File: src/hw/rtl/wam_pkg.sv
package wam_pkg;

    localparam int NUM_DIGITS  = 5;
    localparam int MAX_POS     = NUM_DIGITS + 1;
    localparam int REG_CHARS   = 6;
    localparam int LANE_STAGES = 5;

    localparam logic [7:0] CH_STAR  = 8'h2A;
    localparam logic [7:0] CH_QUEST = 8'h3F;
    localparam logic [7:0] CH_HASH  = 8'h23;
    localparam logic [3:0] CH_DIGIT_HI = 4'h3;

    localparam logic [47:0] PAT_RESET = 48'd42;

    localparam logic [1:0] REG_ZONE  = 2'd0;
    localparam logic [1:0] REG_NET   = 2'd1;
    localparam logic [1:0] REG_NODE  = 2'd2;
    localparam logic [1:0] REG_POINT = 2'd3;

    typedef struct packed {
        logic [LANE_STAGES-1:0] en;
    } t_pipe_ctl;

    // floor(v / 10) for 16-bit v via reciprocal multiply
    function automatic logic [15:0] div10(input logic [15:0] v);
        logic [34:0] prod;
        prod = 35'(v) * 35'd52429;
        return prod[34:19];
    endfunction

endpackage

File: src/hw/rtl/wam_in_if.sv
interface wam_in_if;
    logic        valid;
    logic        ready;
    logic [15:0] zone_number;
    logic [15:0] net_number;
    logic [15:0] node_number;
    logic [15:0] point_number;

    modport source (
        output valid, zone_number, net_number, node_number, point_number,
        input  ready
    );
    modport sink (
        input  valid, zone_number, net_number, node_number, point_number,
        output ready
    );
endinterface

interface wam_out_if;
    logic       valid;
    logic       ready;
    logic       address_match;
    logic [3:0] part_matches;

    modport source (
        output valid, address_match, part_matches,
        input  ready
    );
    modport sink (
        input  valid, address_match, part_matches,
        output ready
    );
endinterface

File: src/hw/rtl/wildcard_address_matcher.sv
// Matches each part of a zone/net/node/point address, written in decimal
// without leading zeros, against its own wildcard pattern ('*' matches the
// rest, '?' and '#' one digit, anything else the digit itself; an empty
// pattern never matches). Four lanes, one per part, each peel one decimal
// digit per pipeline stage over four stages, then match the digit string;
// a merge stage ANDs the four flags into the output register. One request
// is taken every cycle unless the consumer holds the output, the only stall;
// its result passes the lane registers and the output register. Patterns
// live at byte addresses 0, 8, 16 and 24 (zone, net, node, point), reset to
// "*"; users write them only while no request is in flight, unenforced.
module wildcard_address_matcher #(
    parameter int PATTERN_CHARS = 6
) (
    input  logic              i_clk,
    input  logic              i_rst_n,
    wam_in_if.sink            i_req,
    wam_out_if.source         o_rsp,
    input  logic              psel,
    input  logic              penable,
    input  logic              pwrite,
    input  logic [4:0]        paddr,
    input  logic [63:0]       pwdata,
    output logic [63:0]       prdata,
    output logic              pready
);

    localparam int STORE_CHARS =
        (PATTERN_CHARS > wam_pkg::REG_CHARS) ? wam_pkg::REG_CHARS : PATTERN_CHARS;
    localparam int PW = 8 * STORE_CHARS;

    // pattern registers
    logic [47:0] r_pat_zone, r_pat_net, r_pat_node, r_pat_point;
    logic        cfg_wr;

    assign cfg_wr = psel && penable && pwrite;
    assign pready = 1'b1;

    always_ff @(posedge i_clk) begin
        if (!i_rst_n) begin
            r_pat_zone  <= wam_pkg::PAT_RESET;
            r_pat_net   <= wam_pkg::PAT_RESET;
            r_pat_node  <= wam_pkg::PAT_RESET;
            r_pat_point <= wam_pkg::PAT_RESET;
        end else if (cfg_wr) begin
            case (paddr[4:3])
                wam_pkg::REG_ZONE:  r_pat_zone  <= pwdata[47:0];
                wam_pkg::REG_NET:   r_pat_net   <= pwdata[47:0];
                wam_pkg::REG_NODE:  r_pat_node  <= pwdata[47:0];
                wam_pkg::REG_POINT: r_pat_point <= pwdata[47:0];
                default: ;
            endcase
        end
    end

    always_comb begin
        case (paddr[4:3])
            wam_pkg::REG_ZONE:  prdata = 64'(r_pat_zone);
            wam_pkg::REG_NET:   prdata = 64'(r_pat_net);
            wam_pkg::REG_NODE:  prdata = 64'(r_pat_node);
            wam_pkg::REG_POINT: prdata = 64'(r_pat_point);
            default:            prdata = 64'd0;
        endcase
    end

    // pipeline flow control
    logic [wam_pkg::LANE_STAGES-1:0] r_vld;
    logic                            r_ovld;
    logic                            en_out;
    wam_pkg::t_pipe_ctl              ctl;

    assign en_out = !r_ovld || o_rsp.ready;

    always_comb begin
        ctl.en[wam_pkg::LANE_STAGES-1] = !r_vld[wam_pkg::LANE_STAGES-1] || en_out;
        for (int k = wam_pkg::LANE_STAGES - 2; k >= 0; k--) begin
            ctl.en[k] = !r_vld[k] || ctl.en[k+1];
        end
    end

    assign i_req.ready = ctl.en[0];

    always_ff @(posedge i_clk) begin
        if (!i_rst_n) begin
            r_vld  <= '0;
            r_ovld <= 1'b0;
        end else begin
            if (ctl.en[0]) begin
                r_vld[0] <= i_req.valid;
            end
            for (int k = 1; k < wam_pkg::LANE_STAGES; k++) begin
                if (ctl.en[k]) begin
                    r_vld[k] <= r_vld[k-1];
                end
            end
            if (en_out) begin
                r_ovld <= r_vld[wam_pkg::LANE_STAGES-1];
            end
        end
    end

    // lanes
    logic m_zone, m_net, m_node, m_point;

    wam_lane #(.CHARS(STORE_CHARS)) u_lane_zone (
        .i_clk     (i_clk),
        .i_ctl     (ctl),
        .i_number  (i_req.zone_number),
        .i_pattern (r_pat_zone[PW-1:0]),
        .o_match   (m_zone)
    );

    wam_lane #(.CHARS(STORE_CHARS)) u_lane_net (
        .i_clk     (i_clk),
        .i_ctl     (ctl),
        .i_number  (i_req.net_number),
        .i_pattern (r_pat_net[PW-1:0]),
        .o_match   (m_net)
    );

    wam_lane #(.CHARS(STORE_CHARS)) u_lane_node (
        .i_clk     (i_clk),
        .i_ctl     (ctl),
        .i_number  (i_req.node_number),
        .i_pattern (r_pat_node[PW-1:0]),
        .o_match   (m_node)
    );

    wam_lane #(.CHARS(STORE_CHARS)) u_lane_point (
        .i_clk     (i_clk),
        .i_ctl     (ctl),
        .i_number  (i_req.point_number),
        .i_pattern (r_pat_point[PW-1:0]),
        .o_match   (m_point)
    );

    // merge and output register
    logic [3:0] r_part;
    logic       r_all;

    always_ff @(posedge i_clk) begin
        if (en_out) begin
            r_part <= {m_zone, m_net, m_node, m_point};
            r_all  <= m_zone && m_net && m_node && m_point;
        end
    end

    assign o_rsp.valid         = r_ovld;
    assign o_rsp.address_match = r_all;
    assign o_rsp.part_matches  = r_part;

endmodule

File: src/hw/rtl/wam_lane.sv
module wam_lane #(
    parameter int CHARS = 6
) (
    input  logic                   i_clk,
    input  wam_pkg::t_pipe_ctl     i_ctl,
    input  logic [15:0]            i_number,
    input  logic [8*CHARS-1:0]     i_pattern,
    output logic                   o_match
);

    logic [15:0] n_q1, n_q2, n_q3, n_q4;
    logic [12:0] r_q1;
    logic [9:0]  r_q2;
    logic [6:0]  r_q3;
    logic [2:0]  r_q4;
    logic [3:0]  r_dg1;
    logic [7:0]  r_dg2;
    logic [11:0] r_dg3;
    logic [15:0] r_dg4;
    logic        r_match;
    logic        n_match;

    logic [15:0] s2_in, s3_in, s4_in;
    logic [3:0]  n_d0, n_d1, n_d2, n_d3;

    assign s2_in = 16'(r_q1);
    assign s3_in = 16'(r_q2);
    assign s4_in = 16'(r_q3);

    assign n_q1 = wam_pkg::div10(i_number);
    assign n_q2 = wam_pkg::div10(s2_in);
    assign n_q3 = wam_pkg::div10(s3_in);
    assign n_q4 = wam_pkg::div10(s4_in);

    assign n_d0 = 4'(i_number - 16'(n_q1 * 16'd10));
    assign n_d1 = 4'(s2_in - 16'(n_q2 * 16'd10));
    assign n_d2 = 4'(s3_in - 16'(n_q3 * 16'd10));
    assign n_d3 = 4'(s4_in - 16'(n_q4 * 16'd10));

    always_ff @(posedge i_clk) begin
        if (i_ctl.en[0]) begin
            r_q1  <= n_q1[12:0];
            r_dg1 <= n_d0;
        end
        if (i_ctl.en[1]) begin
            r_q2  <= n_q2[9:0];
            r_dg2 <= {n_d1, r_dg1};
        end
        if (i_ctl.en[2]) begin
            r_q3  <= n_q3[6:0];
            r_dg3 <= {n_d2, r_dg2};
        end
        if (i_ctl.en[3]) begin
            r_q4  <= n_q4[2:0];
            r_dg4 <= {n_d3, r_dg3};
        end
        if (i_ctl.en[4]) begin
            r_match <= n_match;
        end
    end

    // digit string match, digits LSB first in digs
    logic [7:0][3:0]               digs;
    logic [2:0]                    ndig;
    logic [8*wam_pkg::MAX_POS-1:0] pat_ext;

    assign digs    = {12'd0, {1'b0, r_q4}, r_dg4};
    assign pat_ext = (8*wam_pkg::MAX_POS)'(i_pattern);

    always_comb begin
        if (r_q4 != 3'd0) begin
            ndig = 3'd5;
        end else if (r_dg4[15:12] != 4'd0) begin
            ndig = 3'd4;
        end else if (r_dg4[11:8] != 4'd0) begin
            ndig = 3'd3;
        end else if (r_dg4[7:4] != 4'd0) begin
            ndig = 3'd2;
        end else begin
            ndig = 3'd1;
        end
    end

    always_comb begin
        logic       alive;
        logic [7:0] c;
        logic [2:0] idx;
        alive   = 1'b1;
        n_match = 1'b0;
        for (int i = 0; i < wam_pkg::MAX_POS; i++) begin
            c   = pat_ext[8*i +: 8];
            idx = 3'(ndig - 3'(i) - 3'd1);
            if (alive) begin
                if (3'(i) == ndig) begin
                    n_match = (c == 8'd0) || (c == wam_pkg::CH_STAR);
                    alive   = 1'b0;
                end else if (c == wam_pkg::CH_STAR) begin
                    n_match = 1'b1;
                    alive   = 1'b0;
                end else if (!(c == wam_pkg::CH_QUEST || c == wam_pkg::CH_HASH ||
                               c == {wam_pkg::CH_DIGIT_HI, digs[idx]})) begin
                    n_match = 1'b0;
                    alive   = 1'b0;
                end
            end
        end
    end

    assign o_match = r_match;

endmodule

File: src/flat_wrapper.sv
// flat-port wrapper written by rule: the top's interface ports become plain ports
module wildcard_address_matcher_flat 
#(
    parameter int PATTERN_CHARS = 6
)
  (i_clk, i_rst_n, psel, penable, pwrite, paddr, pwdata, prdata, pready, i_req_valid, i_req_zone_number, i_req_net_number, i_req_node_number, i_req_point_number, i_req_ready, o_rsp_valid, o_rsp_address_match, o_rsp_part_matches, o_rsp_ready);
  wam_in_if i_req_i ();
  wam_out_if o_rsp_i ();
  input  logic i_clk;
  input  logic i_rst_n;
  input  logic psel;
  input  logic penable;
  input  logic pwrite;
  input  logic [4:0] paddr;
  input  logic [63:0] pwdata;
  output logic [63:0] prdata;
  output logic pready;
  input wire logic [$bits(i_req_i.valid)-1:0] i_req_valid;
  input wire logic [$bits(i_req_i.zone_number)-1:0] i_req_zone_number;
  input wire logic [$bits(i_req_i.net_number)-1:0] i_req_net_number;
  input wire logic [$bits(i_req_i.node_number)-1:0] i_req_node_number;
  input wire logic [$bits(i_req_i.point_number)-1:0] i_req_point_number;
  output wire logic [$bits(i_req_i.ready)-1:0] i_req_ready;
  output wire logic [$bits(o_rsp_i.valid)-1:0] o_rsp_valid;
  output wire logic [$bits(o_rsp_i.address_match)-1:0] o_rsp_address_match;
  output wire logic [$bits(o_rsp_i.part_matches)-1:0] o_rsp_part_matches;
  input wire logic [$bits(o_rsp_i.ready)-1:0] o_rsp_ready;
  assign i_req_i.valid = i_req_valid;
  assign i_req_i.zone_number = i_req_zone_number;
  assign i_req_i.net_number = i_req_net_number;
  assign i_req_i.node_number = i_req_node_number;
  assign i_req_i.point_number = i_req_point_number;
  assign i_req_ready = i_req_i.ready;
  assign o_rsp_valid = o_rsp_i.valid;
  assign o_rsp_address_match = o_rsp_i.address_match;
  assign o_rsp_part_matches = o_rsp_i.part_matches;
  assign o_rsp_i.ready = o_rsp_ready;
  wildcard_address_matcher #(.PATTERN_CHARS(PATTERN_CHARS)) u_core (.i_clk(i_clk), .i_rst_n(i_rst_n), .i_req(i_req_i), .o_rsp(o_rsp_i), .psel(psel), .penable(penable), .pwrite(pwrite), .paddr(paddr), .pwdata(pwdata), .prdata(prdata), .pready(pready));
endmodule
File: config.mk
export PLATFORM = sky130hd
export DESIGN_NAME = wildcard_address_matcher_flat
export DESIGN_NICKNAME = d
export VERILOG_FILES = /design/src/hw/rtl/wam_pkg.sv /design/src/hw/rtl/wam_in_if.sv /design/src/hw/rtl/wildcard_address_matcher.sv /design/src/hw/rtl/wam_lane.sv /design/src/flat_wrapper.sv
export SDC_FILE = /design/constraint.sdc
export NUM_CORES = 2
export LEC_CHECK = 0
export CORE_MARGIN = 1
export CORE_UTILIZATION = 67
export DETAILED_ROUTE_END_ITERATION = 10
export DONT_BUFFER_PORTS = 1
export PLACE_DENSITY = 0.82
export REMOVE_ABC_BUFFERS = 1
export SYNTH_ARGS = -nofsm -noshare
export SYNTH_HDL_FRONTEND = slang
export SYNTH_SLANG_ARGS = --single-unit
File: constraint.sdc
create_clock -name i_clk -period 13.74 [get_ports i_clk]
set_input_delay 0.687 -clock i_clk [delete_from_list [all_inputs] [get_ports i_clk]]
set_output_delay 0.687 -clock i_clk [all_outputs]
set_load 0.1 [all_outputs]
**After elaboration in Yosys (flattened, before gate mapping)**

Cells that the tools add are included.

- Logic and storage cells: 646
- Register bits after elaboration: 499
- Output and inout port bits: 72

- Order comparisons: 24
- $mul: 32
- Mux-type cells: 229
- Eq/ne operators: 119
- Add/sub/neg operators: 56
- Reduce and logical (&&, ||, !) cells: 138

Operator list:

| kind | number |
|---|---|
| 8-bit by 6-bit equality test with 1-bit output, second input constant | 72 |
| 4-bit binary-select mux with 3-bit select | 24 |
| 64-bit case mux with 4 select lines | 1 |
| 8-bit by 6-bit equality test with 1-bit output | 24 |
| 8-bit zero test | 24 |
| 1-bit two-way mux | 164 |
| 16-bit by 16-bit multiplier with 32-bit output, second input constant | 4 |
| 13-bit by 16-bit multiplier with 29-bit output, second input constant | 4 |
| 10-bit by 16-bit multiplier with 26-bit output, second input constant | 4 |
| 3-bit by 4-bit less-than comparator with 1-bit output, second input constant | 24 |
| 4-bit two-way mux | 24 |
| 7-bit by 16-bit multiplier with 23-bit output, second input constant | 4 |
| 1-bit logical OR | 78 |
| 3-bit by 1-bit subtractor with 3-bit output, second input constant | 24 |
| 4-bit subtractor | 16 |
| 13-bit by 3-bit multiplier with 3-bit output, second input constant | 4 |
| 4-bit nonzero test | 12 |
| 10-bit by 3-bit multiplier with 3-bit output, second input constant | 4 |
| 7-bit by 3-bit multiplier with 3-bit output, second input constant | 4 |
| 2-bit by 3-bit equality test with 1-bit output, first input constant | 8 |
| 3-bit equality test, first input constant | 8 |
| 3-bit two-way mux | 8 |
| 3-bit by 2-bit subtractor with 3-bit output, second input constant | 8 |
| 3-bit subtractor, second input constant | 8 |
| other kinds (11) | 43 |

**Longest topological paths before layout**

- Depth in word-level cells: 31
- Mapped depth: 26
- Gate-level depth less buffers: 26

**Modules after synthesis**

From an unflattened synthesis, not the netlist that was laid out.

- Cells, all modules: 6,210
- Area total of the unflattened synthesis: 65,072.4 sq um

Modules (own cells, without submodules):

| module | area an instance (sq um) | times used | cells an instance |
|---|---|---|---|
| wam_lane (u_core.u_lane_point) | 14,234.9 | 1 | 1,367 |
| wam_lane (u_core.u_lane_zone) | 14,094.8 | 1 | 1,355 |
| wam_lane (u_core.u_lane_net) | 14,043.5 | 1 | 1,347 |
| wam_lane (u_core.u_lane_node) | 14,005.9 | 1 | 1,346 |
| wildcard_address_matcher | 8,693.3 | 1 | 795 |

**Least setup slack after synthesis**

Ideal clock, no wire load.

- Kind: input -> register
- Start: input i_req_zone_number[5]
- End: register u_core.u_lane_zone.r_dg1[3], data pin
- Arrival: 5,986 ps
- Data required time: 13,476 ps
- Setup slack: 7,490 ps
- Stages: 23
- Path through: ha_1 > fa_1 > fa_1 > inv_1 > fa_1 > fa_1 > fa_1 > inv_1 > ha_1 > nand4_1 > nor3_1 > a211o_1 > a31o_2 > o21ai_0 > nand2b_1 > a21oi_1 > xnor2_1 > ha_1 > inv_1 > fa_1 > xnor2_1 > xnor2_1 > xnor2_1

- Word-level cells in the longest chain between the ends: 3

Ends and longest elaborated chain:

| what | RTL line | text |
|---|---|---|
| start, declared | flat_wrapper.sv:19 | `input wire logic [$bits(i_req_i.zone_number)-1:0] i_req_zone_number;` |
| 16-bit by 16-bit multiplier with 32-bit output | wam_pkg.sv:27 | `prod = 35'(v) * 35'd52429;` |
| via u_core.u_lane_zone.n_q1[0] | wam_lane.sv:11 | `logic [15:0] n_q1, n_q2, n_q3, n_q4;` |
| 13-bit by 3-bit multiplier with 3-bit output | wam_lane.sv:35 | `assign n_d0 = 4'(i_number - 16'(n_q1 * 16'd10));` |
| 4-bit subtractor | wam_lane.sv:35 |  |
| via u_core.u_lane_zone.n_d0[3] | wam_lane.sv:24 | `logic [3:0] n_d0, n_d1, n_d2, n_d3;` |
| end signal, assigned | wam_lane.sv:43 | `r_dg1 <= n_d0;` |
| end, declared | wam_lane.sv:16 | `logic [3:0] r_dg1;` |

The timed path passes the listed nets, and every way through them passes these cells.
A chain may end at the register's enable or synchronous reset.

**Worst setup path after layout**

- Start: register u_core.u_lane_node.r_q2[2]
- End: register u_core.u_lane_node.r_dg3[11], data pin

- Word-level cells in the longest chain between the ends: 3

Ends and longest elaborated chain:

| what | RTL line | text |
|---|---|---|
| start, declared | wam_lane.sv:13 | `logic [9:0] r_q2;` |
| start signal, assigned | wam_lane.sv:46 | `r_q2 <= n_q2[9:0];` |
| 10-bit by 16-bit multiplier with 26-bit output | wam_pkg.sv:27 |  |
| via u_core.u_lane_node.n_q3[0] | wam_lane.sv:11 |  |
| 7-bit by 3-bit multiplier with 3-bit output | wam_lane.sv:37 | `assign n_d2 = 4'(s3_in - 16'(n_q3 * 16'd10));` |
| 4-bit subtractor | wam_lane.sv:37 |  |
| via u_core.u_lane_node.n_d2[3] | wam_lane.sv:24 |  |
| end signal, assigned | wam_lane.sv:51 | `r_dg3 <= {n_d2, r_dg2};` |
| end, declared | wam_lane.sv:18 | `logic [11:0] r_dg3;` |

The timed path passes the listed nets, and every way through them passes these cells.

==> results.py <==
metrics = {
    "clock_tree": {
        "cts_buffers": 54,
        "postCtsSetupRepairBufs": 0,
        "tritoncts": "yes",
        "cts_hold_buf": 0,
        "cts.htree.levels": 2,
        "clock_path_buffers": 3,
        "clk_root_buffer_cell": "sky130_fd_sc_hd__clkbuf_16",
        "source_to_sink_clock_delay_at_the_later_pin_of_the_worst_skew_pair_ns": 0.66,
        "worst_setup_hold_path_clk_slew_ns": 0.07,
        "cts.sinks": 499,
        "cts.repair.resized": 0,
    },
    "synthesis": {
        "mappedNetlistArea_um2": 64600,
        "synth_area_in_simple_gates_pct": 8.76,
        "synth_compound_gate_area_share_pct": 9.97,
        "number_of_different_library_cells_in_the_post_synthesis_netlist": 101,
        "synth.avg_cell_area_um2": 10.1,
        "synth_top_area_cell": "sky130_fd_sc_hd__ha_1",
        "synth-edff-count": 301,
        "postSynth.asyncResetShare_pct": 0,
        "synth_mux_area_share_pct": 1.87,
        "synthesis.instances": 6376,
        "synth.area.top_cells": "sky130_fd_sc_hd__ha_1 26%, sky130_fd_sc_hd__fa_1 21%, sky130_fd_sc_hd__edfxtp_1 14%, sky130_fd_sc_hd__inv_1 7.3%, sky130_fd_sc_hd__dfxtp_1 6.1%",
        "post-synth-top-area-fraction_pct": 25.9,
        "dominant_combinational_cell_family_by_area_after_synthesis": "adder cells",
        "synth-warning-count": 0,
        "synth_seq_cells": 499,
        "ys_seq_area_share_pct": 20.1,
        "synth-main-ff-cell": "sky130_fd_sc_hd__edfxtp_1",
        "synth_fa_ha_area_share_pct": 47.3,
        "synth_xor_xnor_area_share_pct": 3.41,
    },
    "job": {
        "cap_violations": 0,
    },
    "grt": {
        "track_usage_pct": 31.5,
        "initial_antenna_violation_count": 1,
        "vias_in_the_first_global_route": 48600,
        "grt_start_max_net_pins": 199,
        "grt_overflow_total": 0,
        "first_pass_grt_wire_length_um": 248000,
    },
    "setup_path": {
        "critical_path.max_fanout": 5,
        "crit_path_cell_trace": "inv_1 -> ha_1 -> inv_1 -> fa_1 -> inv_1 -> fa_1 -> inv_1 -> fa_1 -> fa_1 -> ha_1 -> a21o_1 -> a21oi_1 -> a21boi_0 -> a2111oi_0 -> a21oi_1 -> and2_1 -> nor2_1 -> ha_1 -> inv_1 -> fa_1 -> xnor2_1 -> xnor2_1 -> xnor2_1",
        "critical_path.slowest_cell": "sky130_fd_sc_hd__fa_1",
        "end_kind": "register",
        "worst-endpoint-required_ns": 14.10,
        "critical_path.max_stage_delay_ns": 0.57,
        "worst-setup-path-type": "reg2reg",
        "critical_path.startpoint_type": "register",
        "critical_path_arrival_ns": 6.69,
    },
    "sta": {
        "fin_crit_ns": 6.33,
        "final_hold_viol_count": 0,
        "fin_worst_skew_ns": 0.0530,
        "post-route-period-util_pct": 46.0,
        "final-max-slew-violation-count": 0,
        "setup-tns-final_ns": 0,
        "grt_setup_unrepaired": "no",
        "achievable-frequency_mhz": 158,
        "max-slew-margin-rel_pct": 18.1,
        "setup_violations": 0,
        "worstMarginPinSlew_ns": 1.22,
    },
    "floorplanning": {
        "core_area_um2": 95300,
        "die-area_um2": 97700,
        "design.portCount": 212,
        "die_width_um": 313,
        "die_h_um": 313,
        "floorplan.rows": 113,
        "initial_standard_cell_utilization_of_the_core_pct": 67.8,
    },
    "hold_path": {
        "holdCritPathClass": "in2reg",
    },
    "drt": {
        "drt-vias-per-instance": 6.04,
        "drc": 0,
        "via_count": 45900,
        "drt_wl_total_um": 152000,
        "initialDrtViolationCount": 3389,
        "wire_per_inst_um": 20.0,
        "detail-route-antenna-nets": 0,
        "drt_first_pass_iters": 8,
    },
    "layout": {
        "nNetsFinal": 8452,
        "layout.filler_cells": 6733,
        "post_route_cells_drive_above_1_share_pct": 3.82,
        "syn_to_final_growth_pct": 4.54,
    },
    "place": {
        "post-dp-hpwl_um": 123000,
        "place.gp.congestion": 0.969,
        "buffer_ports.inserted": 0,
    },
    "run_status": {
        "outcome": "complete, no violations",
    },
}
[cells in the final DEF, fill, tap and decap left out, types with 20 or more instances in the layout]
master and count:
sky130_fd_sc_hd__ha_1 1337, sky130_fd_sc_hd__inv_1 1262, sky130_fd_sc_hd__fa_1 692, sky130_fd_sc_hd__nand2_1 524
sky130_fd_sc_hd__edfxtp_1 301, sky130_fd_sc_hd__dfxtp_1 198, sky130_fd_sc_hd__a21boi_0 189, sky130_fd_sc_hd__xnor2_1 175
sky130_fd_sc_hd__a21oi_1 150, sky130_fd_sc_hd__nor2_1 124, sky130_fd_sc_hd__o21ai_0 122, sky130_fd_sc_hd__nand3_1 109
sky130_fd_sc_hd__nor3_1 89, sky130_fd_sc_hd__a31oi_1 75, sky130_fd_sc_hd__xor2_1 74, sky130_fd_sc_hd__a21o_1 56
sky130_fd_sc_hd__clkbuf_16 56, sky130_fd_sc_hd__mux4_2 48, sky130_fd_sc_hd__nor4_1 43, sky130_fd_sc_hd__and3_1 36
sky130_fd_sc_hd__nor2b_1 29, sky130_fd_sc_hd__o21a_1 29, sky130_fd_sc_hd__or2_2 26, sky130_fd_sc_hd__o211ai_1 25
sky130_fd_sc_hd__or3_1 25, sky130_fd_sc_hd__and2_1 24, sky130_fd_sc_hd__a22oi_1 23, sky130_fd_sc_hd__nand2b_1 22
sky130_fd_sc_hd__nor4b_1 22, sky130_fd_sc_hd__a211oi_1 21, sky130_fd_sc_hd__o31ai_1 20
[cells by family (layout without fill, tap and decap cells)]
logic type,after synthesis,after routing
fa+ha+maj,2029,2029
buf+inv,1443,1381
simple gates,1168,1168
compound gates,925,925
flops,499,499
xor+xnor,250,250
mux,60,60
other cells,2,18
[through the flow]
stage	utilization, %	hold slack (ns)	setup slack [ns]	cell area [µm²]	cells
after floorplan	-	0.400	7.49	63900	6215
after global placement	68.9	0.401	7.06	65700	7492
after detailed placement	68.9	0.405	6.94	65700	7492
after CTS	70.9	0.111	7.44	67600	7594
after global routing	70.9	0.110	7.10	67600	7594
final	70.9	0.151	7.41	67600	7595
[cells in the mapped netlist, types with 23 or more instances]
cell and count:
sky130_fd_sc_hd__a21boi_0 189, sky130_fd_sc_hd__a21o_1 56, sky130_fd_sc_hd__a21oi_1 150, sky130_fd_sc_hd__a22oi_1 23, sky130_fd_sc_hd__a31oi_1 75, sky130_fd_sc_hd__and2_1 25, sky130_fd_sc_hd__and3_1 37, sky130_fd_sc_hd__clkbuf_1 126
sky130_fd_sc_hd__dfxtp_1 198, sky130_fd_sc_hd__edfxtp_1 301, sky130_fd_sc_hd__fa_1 692, sky130_fd_sc_hd__ha_1 1337, sky130_fd_sc_hd__inv_1 1264, sky130_fd_sc_hd__mux4_2 48, sky130_fd_sc_hd__nand2_1 526, sky130_fd_sc_hd__nand3_1 111
sky130_fd_sc_hd__nor2_1 125, sky130_fd_sc_hd__nor2b_1 29, sky130_fd_sc_hd__nor3_1 92, sky130_fd_sc_hd__nor4_1 43, sky130_fd_sc_hd__o211ai_1 25, sky130_fd_sc_hd__o21a_1 29, sky130_fd_sc_hd__o21ai_0 122, sky130_fd_sc_hd__or2_2 26
sky130_fd_sc_hd__or3_1 26, sky130_fd_sc_hd__xnor2_1 175, sky130_fd_sc_hd__xor2_1 74
[worst max-delay path, delay by kind of cell (launching register included)]
family	cells	cell delay, ns
buffers and inverters	5	0.34
AO/OA/AOI/OAI	5	1.13
flip-flops	1	0.51
XOR/XNOR	3	0.46
AND/OR/NAND/NOR	2	0.42
adder cells (fa/ha/maj)	8	3.23
[path summary, 6_finish.rpt]
kind,slack [ns],startpoint,cells after the start,to
worst max-delay path,7.41,u_core.u_lane_node.r_q2[2]$_DFFE_PP_,23,u_core.u_lane_node.r_dg3[11]$_DFFE_PP_
worst max register to register,7.41,u_core.u_lane_node.r_q2[2]$_DFFE_PP_,23,u_core.u_lane_node.r_dg3[11]$_DFFE_PP_
worst min-delay path,0.15,i_req_zone_number[0],0,u_core.u_lane_zone.r_dg1[0]$_DFFE_PP_
worst min register to register,0.41,u_core.u_lane_net.r_dg3[8]$_DFFE_PP_,0,u_core.u_lane_net.r_dg4[8]$_DFFE_PP_
[layer usage]
metal | routed length, µm | vias up | track usage (%)
li1 | - | 21400 | -
met1 | 60600 | 22500 | 39.1
met2 | 74500 | 1550 | 55.1
met3 | 9540 | 428 | 4.47
met4 | 6990 | 2 | 13.2
met5 | 8 | - | 0
[cell type report]
type	count	area, µm²	area share (%)
multi-input combinational	4449	46200	68.4
sequential	499	13000	19.2
inverter	1267	4760	7.04
tap	1265	1580	2.34
clock buffer	69	1480	2.19
clock inverter	33	435	0.644
timing repair buffer	12	90.1	0.133
antenna	1	2.50	0.00370
[state kept, by name, indices dropped and copies added (netlist names), 13 cells and up]
register and count:
u_core.r_pat_net 48, u_core.r_pat_node 48, u_core.r_pat_point 48, u_core.r_pat_zone 48, u_core.u_lane_net.r_dg4 16, u_core.u_lane_net.r_q1 13
u_core.u_lane_node.r_dg4 16, u_core.u_lane_node.r_q1 13, u_core.u_lane_point.r_dg4 16, u_core.u_lane_point.r_q1 13, u_core.u_lane_zone.r_dg4 16, u_core.u_lane_zone.r_q1 13
Power is left out: the tool's default activity adds up to more than one toggle a clock period on the data nets, which glitch-free logic cannot reach.
